**src/hdl/rlbt_pkg.sv**
```systemverilog
package rlbt_pkg;

    // Field widths fixed by the register map and the item format.
    localparam int LVL_W      = 7;
    localparam int BRIGHT_W   = 7;
    localparam int COLOR_W    = 12;
    localparam int MODE_W     = 2;
    localparam int PERIOD_W   = 12;
    localparam int DUTY_W     = 7;
    localparam int LATENCY_W  = 6;
    localparam int CFG_IDX_W  = 3;
    localparam int CFG_DATA_W = 12;
    localparam int MS_W       = 10;
    localparam int COLOR_PROD_W = 11;
    localparam int DUTY_PROD_W  = 19;

    typedef logic [LVL_W-1:0]         t_level;
    typedef logic [2:0][LVL_W-1:0]    t_levels;  // 0 green, 1 red, 2 blue
    typedef logic [PERIOD_W-1:0]      t_phase_time;

    // Register indexes on the configuration channel.
    typedef enum logic [CFG_IDX_W-1:0] {
        CFG_BRIGHTNESS = 3'd0,
        CFG_COLOR      = 3'd1,
        CFG_MODE       = 3'd2,
        CFG_PERIOD     = 3'd3,
        CFG_DUTY       = 3'd4,
        CFG_LATENCY    = 3'd5
    } t_cfg_idx;

    // Blink modes; every mode other than blink only holds the outputs.
    localparam logic [MODE_W-1:0] MODE_BLINK = 2'd0;
    localparam logic [MODE_W-1:0] MODE_TABLE = 2'd1;
    localparam logic [MODE_W-1:0] MODE_HOLD  = 2'd2;
    localparam logic [MODE_W-1:0] MODE_SPARE = 2'd3;

    localparam t_level  LVL_DARK     = 7'd100;
    localparam t_levels LEVELS_DARK  = {3{LVL_DARK}};
    localparam logic [DUTY_W-1:0] DUTY_FULL = 7'd100;
    localparam logic [MS_W-1:0]   MS_LAST   = 10'd999;

    // Reset values of the registers.
    localparam logic [BRIGHT_W-1:0]  RST_BRIGHTNESS = 7'd30;
    localparam logic [COLOR_W-1:0]   RST_COLOR      = 12'd4095;
    localparam logic [MODE_W-1:0]    RST_MODE       = 2'd0;
    localparam logic [PERIOD_W-1:0]  RST_PERIOD     = 12'd500;
    localparam logic [DUTY_W-1:0]    RST_DUTY       = 7'd30;
    localparam logic [LATENCY_W-1:0] RST_LATENCY    = 6'd1;

    // Cycles the derived-value pipeline needs after a register write.
    localparam logic [1:0] SETTLE_CYCLES = 2'd2;

    // Reciprocal constants: floor(x/15) for x < 2^11, floor(x/100) for x < 2^19.
    localparam int DIV15_MUL    = 2185;
    localparam int DIV15_SHIFT  = 15;
    localparam int DIV100_MUL   = 671089;
    localparam int DIV100_SHIFT = 26;

    // Active-low level from nibble*brightness: 100 - prod/15, floored at 0.
    function automatic t_level lvl_from_prod(input logic [COLOR_PROD_W-1:0] prod);
        logic [22:0] scaled;
        logic [7:0]  quot;
        scaled = 23'(prod) * 23'(DIV15_MUL);
        quot   = 8'(scaled >> DIV15_SHIFT);
        if (quot >= 8'(LVL_DARK)) begin
            return '0;
        end
        return 7'(8'(LVL_DARK) - quot);
    endfunction

    // Lit time from period*duty: prod/100.
    function automatic t_phase_time on_from_prod(input logic [DUTY_PROD_W-1:0] prod);
        logic [38:0] scaled;
        scaled = 39'(prod) * 39'(DIV100_MUL);
        return PERIOD_W'(scaled >> DIV100_SHIFT);
    endfunction

endpackage

```
**src/hdl/rlbt_if.sv**
```systemverilog
// Tick channel: one transfer per millisecond tick.
interface rlbt_in_if;
    logic valid;
    logic ready;
    logic start_req;
    logic stop_req;
    modport source (output valid, start_req, stop_req, input ready);
    modport sink   (input valid, start_req, stop_req, output ready);
endinterface

// Result channel: one transfer per tick.
interface rlbt_out_if;
    logic                   valid;
    logic                   ready;
    logic [rlbt_pkg::LVL_W-1:0] level_green;
    logic [rlbt_pkg::LVL_W-1:0] level_red;
    logic [rlbt_pkg::LVL_W-1:0] level_blue;
    logic                   pwm_enable;
    logic                   busy_res;
    logic                   status_led_n;
    logic                   sleep_req;
    modport source (output valid, level_green, level_red, level_blue, pwm_enable,
                    busy_res, status_led_n, sleep_req, input ready);
    modport sink   (input valid, level_green, level_red, level_blue, pwm_enable,
                    busy_res, status_led_n, sleep_req, output ready);
endinterface

// Register write channel.
interface rlbt_cfg_if;
    logic                             valid;
    logic                             ready;
    logic [rlbt_pkg::CFG_IDX_W-1:0]   index;
    logic [rlbt_pkg::CFG_DATA_W-1:0]  data;
    modport source (output valid, index, data, input ready);
    modport sink   (input valid, index, data, output ready);
endinterface

```
**src/hdl/rgb_led_blink_timer_unit.sv**
```systemverilog
// RGB LED blink timer. Each transfer on the tick channel is one millisecond;
// a stop request ends a run and disables the PWM outputs, a start request
// latches the mode and arms a run that ends by itself after latency_s seconds.
// In blink mode the block alternates a lit phase (levels from color and
// brightness) and a dark phase (all levels 100, active low). The block takes
// one tick per clock unless settling or stalled at the output: a tick waits
// in the input register and its result is written to the output register as
// it advances, while the next tick is taken in. After reset and after every
// register write the tick path holds while the registered color-level and
// lit-time products settle; the register channel is always ready.
module rgb_led_blink_timer_unit #(
    parameter int TIME_WIDTH = 32
) (
    input  logic         i_clk,
    input  logic         i_rst_n,
    rlbt_in_if.sink      i_in,
    rlbt_cfg_if.sink     i_cfg,
    rlbt_out_if.source   o_out
);

    // Configuration registers.
    logic [rlbt_pkg::BRIGHT_W-1:0]  r_brightness;
    logic [rlbt_pkg::COLOR_W-1:0]   r_color;
    logic [rlbt_pkg::MODE_W-1:0]    r_blink_mode;
    logic [rlbt_pkg::PERIOD_W-1:0]  r_period;
    logic [rlbt_pkg::DUTY_W-1:0]    r_duty;
    logic [rlbt_pkg::LATENCY_W-1:0] r_latency;
    logic [1:0]                     r_settle;

    // Derived values.
    logic [2:0][rlbt_pkg::COLOR_PROD_W-1:0] r_color_prod;
    logic [rlbt_pkg::DUTY_PROD_W-1:0]       r_duty_prod;
    rlbt_pkg::t_levels                      r_lvl_cfg;
    rlbt_pkg::t_phase_time                  r_on_cfg;
    logic [rlbt_pkg::DUTY_W-1:0]            duty_clamped;

    // Input register.
    logic r_in_valid;
    logic r_in_start;
    logic r_in_stop;
    logic advance;

    // Timer state.
    logic [TIME_WIDTH-1:0]       r_now_ms, n_now_ms;
    logic [rlbt_pkg::MS_W-1:0]   r_ms_in_s, n_ms_in_s;
    logic [TIME_WIDTH-1:0]       r_now_s, n_now_s;
    logic                        r_running, n_running;
    logic [rlbt_pkg::MODE_W-1:0] r_mode, n_mode;
    logic                        r_phase_idx, n_phase_idx;
    logic                        r_phase_armed, n_phase_armed;
    logic [TIME_WIDTH-1:0]       r_deadline, n_deadline;
    logic [TIME_WIDTH-1:0]       r_stop_sec, n_stop_sec;
    rlbt_pkg::t_levels           r_on_lvl, n_on_lvl;
    rlbt_pkg::t_levels           r_drive, n_drive;
    rlbt_pkg::t_phase_time       r_on_time, n_on_time;
    rlbt_pkg::t_phase_time       r_off_time, n_off_time;
    logic                        r_outputs_on, n_outputs_on;
    logic                        lit;

    // Output register.
    logic              r_out_valid;
    rlbt_pkg::t_levels r_out_lvl;
    logic              r_out_pwm;
    logic              r_out_busy;
    logic              r_out_lit;

    // Register writes; each write restarts the settle count.
    assign i_cfg.ready = 1'b1;

    always_ff @(posedge i_clk) begin
        if (!i_rst_n) begin
            r_brightness <= rlbt_pkg::RST_BRIGHTNESS;
            r_color      <= rlbt_pkg::RST_COLOR;
            r_blink_mode <= rlbt_pkg::RST_MODE;
            r_period     <= rlbt_pkg::RST_PERIOD;
            r_duty       <= rlbt_pkg::RST_DUTY;
            r_latency    <= rlbt_pkg::RST_LATENCY;
            r_settle     <= rlbt_pkg::SETTLE_CYCLES;
        end else if (i_cfg.valid) begin
            r_settle <= rlbt_pkg::SETTLE_CYCLES;
            unique case (rlbt_pkg::t_cfg_idx'(i_cfg.index))
                rlbt_pkg::CFG_BRIGHTNESS: r_brightness <= i_cfg.data[rlbt_pkg::BRIGHT_W-1:0];
                rlbt_pkg::CFG_COLOR:      r_color      <= i_cfg.data[rlbt_pkg::COLOR_W-1:0];
                rlbt_pkg::CFG_MODE:       r_blink_mode <= i_cfg.data[rlbt_pkg::MODE_W-1:0];
                rlbt_pkg::CFG_PERIOD:     r_period     <= i_cfg.data[rlbt_pkg::PERIOD_W-1:0];
                rlbt_pkg::CFG_DUTY:       r_duty       <= i_cfg.data[rlbt_pkg::DUTY_W-1:0];
                rlbt_pkg::CFG_LATENCY:    r_latency    <= i_cfg.data[rlbt_pkg::LATENCY_W-1:0];
                default: ;
            endcase
        end else if (r_settle != 2'd0) begin
            r_settle <= r_settle - 2'd1;
        end
    end

    // Two-stage pipeline of lit levels and lit time from the registers.
    assign duty_clamped = (r_duty > rlbt_pkg::DUTY_FULL) ? rlbt_pkg::DUTY_FULL : r_duty;

    always_ff @(posedge i_clk) begin
        r_color_prod[0] <= 11'(r_color[7:4])  * 11'(r_brightness);
        r_color_prod[1] <= 11'(r_color[11:8]) * 11'(r_brightness);
        r_color_prod[2] <= 11'(r_color[3:0])  * 11'(r_brightness);
        r_duty_prod     <= 19'(r_period) * 19'(duty_clamped);
        for (int k = 0; k < 3; k++) begin
            r_lvl_cfg[k] <= rlbt_pkg::lvl_from_prod(r_color_prod[k]);
        end
        r_on_cfg <= rlbt_pkg::on_from_prod(r_duty_prod);
    end

    // A tick is processed when the derived values are settled and the
    // output register is free or being emptied.
    assign advance    = r_in_valid && (r_settle == 2'd0) && (!r_out_valid || o_out.ready);
    assign i_in.ready = !r_in_valid || advance;

    always_ff @(posedge i_clk) begin
        if (!i_rst_n) begin
            r_in_valid <= 1'b0;
        end else if (i_in.valid && i_in.ready) begin
            r_in_valid <= 1'b1;
        end else if (advance) begin
            r_in_valid <= 1'b0;
        end
    end

    always_ff @(posedge i_clk) begin
        if (i_in.valid && i_in.ready) begin
            r_in_start <= i_in.start_req;
            r_in_stop  <= i_in.stop_req;
        end
    end

    // Next timer state for one tick: request, phase step, auto stop, time.
    always_comb begin
        n_now_ms      = r_now_ms + TIME_WIDTH'(1);
        n_ms_in_s     = r_ms_in_s + 10'd1;
        n_now_s       = r_now_s;
        n_running     = r_running;
        n_mode        = r_mode;
        n_phase_idx   = r_phase_idx;
        n_phase_armed = r_phase_armed;
        n_deadline    = r_deadline;
        n_stop_sec    = r_stop_sec;
        n_on_lvl      = r_on_lvl;
        n_drive       = r_drive;
        n_on_time     = r_on_time;
        n_off_time    = r_off_time;
        n_outputs_on  = r_outputs_on;

        // Stop has priority over start.
        if (r_in_stop) begin
            n_outputs_on  = 1'b0;
            n_running     = 1'b0;
            n_phase_idx   = 1'b0;
            n_phase_armed = 1'b0;
        end else if (r_in_start) begin
            n_stop_sec = r_now_s + TIME_WIDTH'(r_latency);
            n_mode     = r_blink_mode;
            n_running  = 1'b1;
            if (r_blink_mode == rlbt_pkg::MODE_BLINK) begin
                n_on_lvl      = r_lvl_cfg;
                n_on_time     = r_on_cfg;
                n_off_time    = r_period - r_on_cfg;
                n_phase_idx   = 1'b0;
                n_phase_armed = 1'b1;
                n_deadline    = r_now_ms + TIME_WIDTH'(r_on_cfg);
                n_drive       = r_lvl_cfg;
                n_outputs_on  = 1'b1;
            end
        end

        lit = n_running;

        // Phase sequencing while a run is active.
        if (n_running) begin
            if (n_mode == rlbt_pkg::MODE_BLINK) begin
                if (!n_phase_armed) begin
                    if (r_now_ms > n_deadline) begin
                        if (n_phase_idx) begin
                            n_deadline   = r_now_ms + TIME_WIDTH'(n_off_time);
                            n_drive      = rlbt_pkg::LEVELS_DARK;
                            n_outputs_on = 1'b1;
                            n_phase_idx  = 1'b0;
                        end else begin
                            n_phase_armed = 1'b1;
                            n_deadline    = r_now_ms + TIME_WIDTH'(n_on_time);
                            n_drive       = n_on_lvl;
                            n_outputs_on  = 1'b1;
                        end
                    end
                end else begin
                    n_phase_armed = 1'b0;
                    n_phase_idx   = !n_phase_idx;
                end
            end
            if (r_now_s > n_stop_sec) begin
                n_outputs_on  = 1'b0;
                n_running     = 1'b0;
                n_phase_idx   = 1'b0;
                n_phase_armed = 1'b0;
            end
        end

        // Second rollover.
        if (r_ms_in_s >= rlbt_pkg::MS_LAST) begin
            n_ms_in_s = '0;
            n_now_s   = r_now_s + TIME_WIDTH'(1);
        end
    end

    always_ff @(posedge i_clk) begin
        if (!i_rst_n) begin
            r_now_ms      <= '0;
            r_ms_in_s     <= '0;
            r_now_s       <= '0;
            r_running     <= 1'b0;
            r_mode        <= '0;
            r_phase_idx   <= 1'b0;
            r_phase_armed <= 1'b0;
            r_deadline    <= '0;
            r_stop_sec    <= '0;
            r_on_lvl      <= rlbt_pkg::LEVELS_DARK;
            r_drive       <= rlbt_pkg::LEVELS_DARK;
            r_on_time     <= '0;
            r_off_time    <= '0;
            r_outputs_on  <= 1'b0;
        end else if (advance) begin
            r_now_ms      <= n_now_ms;
            r_ms_in_s     <= n_ms_in_s;
            r_now_s       <= n_now_s;
            r_running     <= n_running;
            r_mode        <= n_mode;
            r_phase_idx   <= n_phase_idx;
            r_phase_armed <= n_phase_armed;
            r_deadline    <= n_deadline;
            r_stop_sec    <= n_stop_sec;
            r_on_lvl      <= n_on_lvl;
            r_drive       <= n_drive;
            r_on_time     <= n_on_time;
            r_off_time    <= n_off_time;
            r_outputs_on  <= n_outputs_on;
        end
    end

    // Output register.
    always_ff @(posedge i_clk) begin
        if (!i_rst_n) begin
            r_out_valid <= 1'b0;
        end else if (advance) begin
            r_out_valid <= 1'b1;
        end else if (o_out.ready) begin
            r_out_valid <= 1'b0;
        end
    end

    always_ff @(posedge i_clk) begin
        if (advance) begin
            r_out_lvl  <= n_drive;
            r_out_pwm  <= n_outputs_on;
            r_out_busy <= n_running;
            r_out_lit  <= lit;
        end
    end

    assign o_out.valid        = r_out_valid;
    assign o_out.level_green  = r_out_lvl[0];
    assign o_out.level_red    = r_out_lvl[1];
    assign o_out.level_blue   = r_out_lvl[2];
    assign o_out.pwm_enable   = r_out_pwm;
    assign o_out.busy_res     = r_out_busy;
    assign o_out.status_led_n = !r_out_lit;
    assign o_out.sleep_req    = !r_out_lit;

endmodule

```
**src/flat_wrapper.sv**
```systemverilog
// flat-port wrapper written by rule: the top's interface ports become plain ports
module rgb_led_blink_timer_unit_flat 
#(
    parameter int TIME_WIDTH = 32
)
  (i_clk, i_rst_n, i_in_valid, i_in_start_req, i_in_stop_req, i_in_ready, i_cfg_valid, i_cfg_index, i_cfg_data, i_cfg_ready, o_out_valid, o_out_level_green, o_out_level_red, o_out_level_blue, o_out_pwm_enable, o_out_busy_res, o_out_status_led_n, o_out_sleep_req, o_out_ready);
  rlbt_in_if i_in_i ();
  rlbt_cfg_if i_cfg_i ();
  rlbt_out_if o_out_i ();
  input  logic i_clk;
  input  logic i_rst_n;
  input wire logic [$bits(i_in_i.valid)-1:0] i_in_valid;
  input wire logic [$bits(i_in_i.start_req)-1:0] i_in_start_req;
  input wire logic [$bits(i_in_i.stop_req)-1:0] i_in_stop_req;
  output wire logic [$bits(i_in_i.ready)-1:0] i_in_ready;
  input wire logic [$bits(i_cfg_i.valid)-1:0] i_cfg_valid;
  input wire logic [$bits(i_cfg_i.index)-1:0] i_cfg_index;
  input wire logic [$bits(i_cfg_i.data)-1:0] i_cfg_data;
  output wire logic [$bits(i_cfg_i.ready)-1:0] i_cfg_ready;
  output wire logic [$bits(o_out_i.valid)-1:0] o_out_valid;
  output wire logic [$bits(o_out_i.level_green)-1:0] o_out_level_green;
  output wire logic [$bits(o_out_i.level_red)-1:0] o_out_level_red;
  output wire logic [$bits(o_out_i.level_blue)-1:0] o_out_level_blue;
  output wire logic [$bits(o_out_i.pwm_enable)-1:0] o_out_pwm_enable;
  output wire logic [$bits(o_out_i.busy_res)-1:0] o_out_busy_res;
  output wire logic [$bits(o_out_i.status_led_n)-1:0] o_out_status_led_n;
  output wire logic [$bits(o_out_i.sleep_req)-1:0] o_out_sleep_req;
  input wire logic [$bits(o_out_i.ready)-1:0] o_out_ready;
  assign i_in_i.valid = i_in_valid;
  assign i_in_i.start_req = i_in_start_req;
  assign i_in_i.stop_req = i_in_stop_req;
  assign i_in_ready = i_in_i.ready;
  assign i_cfg_i.valid = i_cfg_valid;
  assign i_cfg_i.index = i_cfg_index;
  assign i_cfg_i.data = i_cfg_data;
  assign i_cfg_ready = i_cfg_i.ready;
  assign o_out_valid = o_out_i.valid;
  assign o_out_level_green = o_out_i.level_green;
  assign o_out_level_red = o_out_i.level_red;
  assign o_out_level_blue = o_out_i.level_blue;
  assign o_out_pwm_enable = o_out_i.pwm_enable;
  assign o_out_busy_res = o_out_i.busy_res;
  assign o_out_status_led_n = o_out_i.status_led_n;
  assign o_out_sleep_req = o_out_i.sleep_req;
  assign o_out_i.ready = o_out_ready;
  rgb_led_blink_timer_unit #(.TIME_WIDTH(TIME_WIDTH)) u_core (.i_clk(i_clk), .i_rst_n(i_rst_n), .i_in(i_in_i), .i_cfg(i_cfg_i), .o_out(o_out_i));
endmodule
```
**config.mk**
```make
export PLATFORM = sky130hd
export DESIGN_NAME = rgb_led_blink_timer_unit_flat
export DESIGN_NICKNAME = d
export VERILOG_FILES = /design/src/hdl/rlbt_pkg.sv /design/src/hdl/rlbt_if.sv /design/src/hdl/rgb_led_blink_timer_unit.sv /design/src/flat_wrapper.sv
export SDC_FILE = /design/constraint.sdc
export NUM_CORES = 2
export LEC_CHECK = 0
export BUFFER_PORTS_ARGS = -buffer_cell sky130_fd_sc_hd__buf_2
export CAP_MARGIN = 20
export CORE_MARGIN = 1
export CORE_UTILIZATION = 44
export DETAILED_ROUTE_END_ITERATION = 10
export GPL_ROUTABILITY_DRIVEN = 0
export PLACE_DENSITY = 0.64
export SLEW_MARGIN = 0
export SYNTH_ARGS = -nofsm -noshare
export SYNTH_HDL_FRONTEND = slang
export SYNTH_SLANG_ARGS = --single-unit
```
**constraint.sdc**
```tcl
create_clock -name i_clk -period 7.4 [get_ports i_clk]
set_clock_uncertainty 0.1 [all_clocks]
set_input_delay 0.37 -clock i_clk [delete_from_list [all_inputs] [get_ports i_clk]]
set_output_delay 0.37 -clock i_clk [all_outputs]
set_load 0.05 [all_outputs]
```
==> flow_summary.ini <==
[grt]
antenna_found_initial = 2
grt_max_degree = 104
gr-usage-all-layers = 0.216
grt_pass1_vias = 24600
grt_pass1_wl_mm = 131
grt_remaining_overflow = 0

[route]
wl_mm = 79.3
first_iter_violations = 1474
ant_nets = 0
drc = 12
vias_per_cell = 5.36
vias = 25400
avgRoutedWirePerCell_um = 16.7
drtPass1Iterations = 8

[yosys]
yosysMostFrequentCell = ha_1
syn-num-nets = 4497
synth.distinct_cells = 77
synth_seq_cells = 371
synth_top_cell_by_area = dfxtp_1
synth_edf_count = 26
synth-async-reset-ratio = 0
synth_area_um2 = 32600
post_synth.cell_area_avg_um2 = 8.68
synth_ff_type = dfxtp_1
netlist_top_cells_count = ha_1, nand2_1, inv_1
netlist_instances = 3758
netlist_top_cells_area = dfxtp_1, ha_1, fa_1
ys_seq_area_frac = 0.236
synth_top_area_share = 0.212
yosys_warnings = 0

[floorplan]
row_count = 99
die_area_um2 = 75200
die_y_um = 274
chipWidth_um = 274
core-area_um2 = 73100
io_pins = 50
initial_utilization = 0.446

[setup_path]
required_ns = 7.75
crit_type = flip-flop to flip-flop
critPathLaunchType = flip-flop
regToRegEndpoint = u_core.r_on_cfg[4]
startpoint = u_core.r_duty_prod[13]
cp_max_fo = 6
critical_path_arrival_ns = 6.50
cp-end-kind = flip-flop
rr_worst_depth = 20
worstReg2RegStart = u_core.r_duty_prod[13]
r2r_slack_ns = 1.25

[placed_design]
hpwl_mm = 60.0
numPortBuffers = 48
pre_cts_slack_ns = 1.22

[hold_path]
hold_class = primary input to flip-flop
holdCritStartpoint = i_cfg_data[4]
hold_end = u_core.r_period[4]
whs_path_depth = 3

[timing]
fmax_mhz = 163
period_share = 0.831
fin_ws_ns = 1.25
setup_violations = 0
rsz0062_at_grt = false
worstMarginPinSlew_ns = 1.19
slew_headroom = 0.203
fin_setup_tns_ns = 0
drv_slew = 0
fin_crit_ns = 6.15
hold_viol = 0

[outcome]
violations = design-rule violations
status = complete, but fails checks

[cells_and_area]
antennaDiodeCount = 0
fin_nets = 4487
areaGrowthSynthToFinish_pct = 8.74
drive_gt1_frac = 0.0486

[cts]
clkTransAtPathRegs_ns = 0.06
root_buffer = clkbuf_16
cts_setup_buffers = 0
cts_buffers = 45
clockBufferDepth = 3
cts_tree = built
clock_latency_ns = 0.58
cts.sink_count = 371
h-tree-depth = 2

[job]
maxCapViolCount = 0
what timing repair did:
action	4_1_cts	5_1_grt
resized for setup	0	0
endpoints found under the hold margin	18	0
hold buffers	12	0
sequential cells by signal, indices dropped and copies added, names as in the netlist, 6 cells and up:
name and cells:
u_core.r_brightness 7, u_core.o_out.level_red 7, u_core.r_now_ms 32, u_core.r_off_time 12, u_core.r_period 12, u_core.r_duty_prod 19, u_core.r_latency 6, u_core.r_on_time 12
u_core.r_on_cfg 12, u_core.o_out.level_blue 7, u_core.r_stop_sec 32, u_core.r_duty 7, u_core.r_on_lvl 21, u_core.r_color 12, u_core.o_out.level_green 7, u_core.r_color_prod 33
u_core.r_lvl_cfg 21, u_core.r_deadline 32, u_core.r_ms_in_s 10, u_core.r_drive 21, u_core.r_now_s 32
area by class of cell:
type / instances / area (um2)
Fill cell: 7001 / 37600
Clock inverter: 17 / 251
Tap cell: 959 / 1200
Multi-Input combinational cell: 2797 / 22700
Sequential cell: 371 / 7690
Timing Repair Buffer: 84 / 548
Clock buffer: 65 / 1350
Inverter: 449 / 1690
layout by cell type, fill, tap and decap left out, types with 106 or more instances in the layout:
master,Yosys,final
nor2_1,257,255
nand3_1,155,154
a21oi_1,206,206
xnor2_1,119,119
and2_1,106,106
fa_1,235,235
ha_1,482,482
nand2_1,454,452
inv_1,448,447
dfxtp_1,345,345
worst max-delay path, cell delays in order (launching register included):
cell	delay, ns
dfxtp_1	0.40
fa_1	0.64
inv_1	0.07
fa_1	0.47
inv_1	0.05
fa_1	0.50
fa_1	0.52
fa_1	0.55
inv_1	0.06
fa_1	0.52
inv_1	0.04
ha_1	0.30
nand3_1	0.11
a211oi_1	0.32
nand3_1	0.12
o211ai_1	0.37
o21ai_0	0.19
a21boi_0	0.33
o21a_1	0.18
nor2_1	0.05
xnor2_1	0.11
worst max path at each step:
| stage | end | slack [ns] | cells past startpoint |
|---|---|---|---|
| finish | u_core.r_on_cfg[4] | 1.25 | 20 |
| floorplan | u_core.r_on_cfg[10] | 1.74 | 20 |
| detailed placement | u_core.r_on_cfg[4] | 1.22 | 22 |
| CTS | u_core.r_on_cfg[4] | 1.22 | 20 |
| global route | u_core.r_on_cfg[4] | 0.77 | 20 |
| global placement | u_core.r_on_cfg[10] | 1.31 | 20 |
metrics by stage:
step / area, um2 / utilization / instances / hold slack, ns
6_report: 35500 / 0.485 / 4742 / 0.0417
5_1_grt: 35500 / 0.485 / 4742 / 0.0272
4_1_cts: 35400 / 0.485 / 4741 / 0.0187
3_5_place_dp: 33700 / 0.461 / 4647 / 0.347
3_3_place_gp: 33700 / 0.461 / 4647 / 0.337
2_1_floorplan: 32600 / - / 3758 / 0.324
cells by family after synthesis:
kind of cell	Yosys count	share of synthesized area
DFF	371	0.236
AOI/OAI and AO/OA	593	0.117
buffers and inverters	590	0.0683
adders and majority gates	719	0.330
and+or+nand+nor	1196	0.169
other	1	0.000115
muxes	69	0.0212
xor gates and xnor gates	219	0.0588
layer usage:
layer / share of wire / global-route usage / wire (um) / vias to the layer above
met1: 0.49 / 0.310 / 38500 / 12200
met2: 0.45 / 0.346 / 35700 / 521
met3: 0.047 / 0.0248 / 3730 / 91
met4: 0.018 / 0.0461 / 1420 / 0
met5: 0 / 0 / 0 / -
li1: - / - / - / 12600
Power is left out: the tool's default activity adds up to more than one toggle a clock period on the data nets, which glitch-free logic cannot reach.
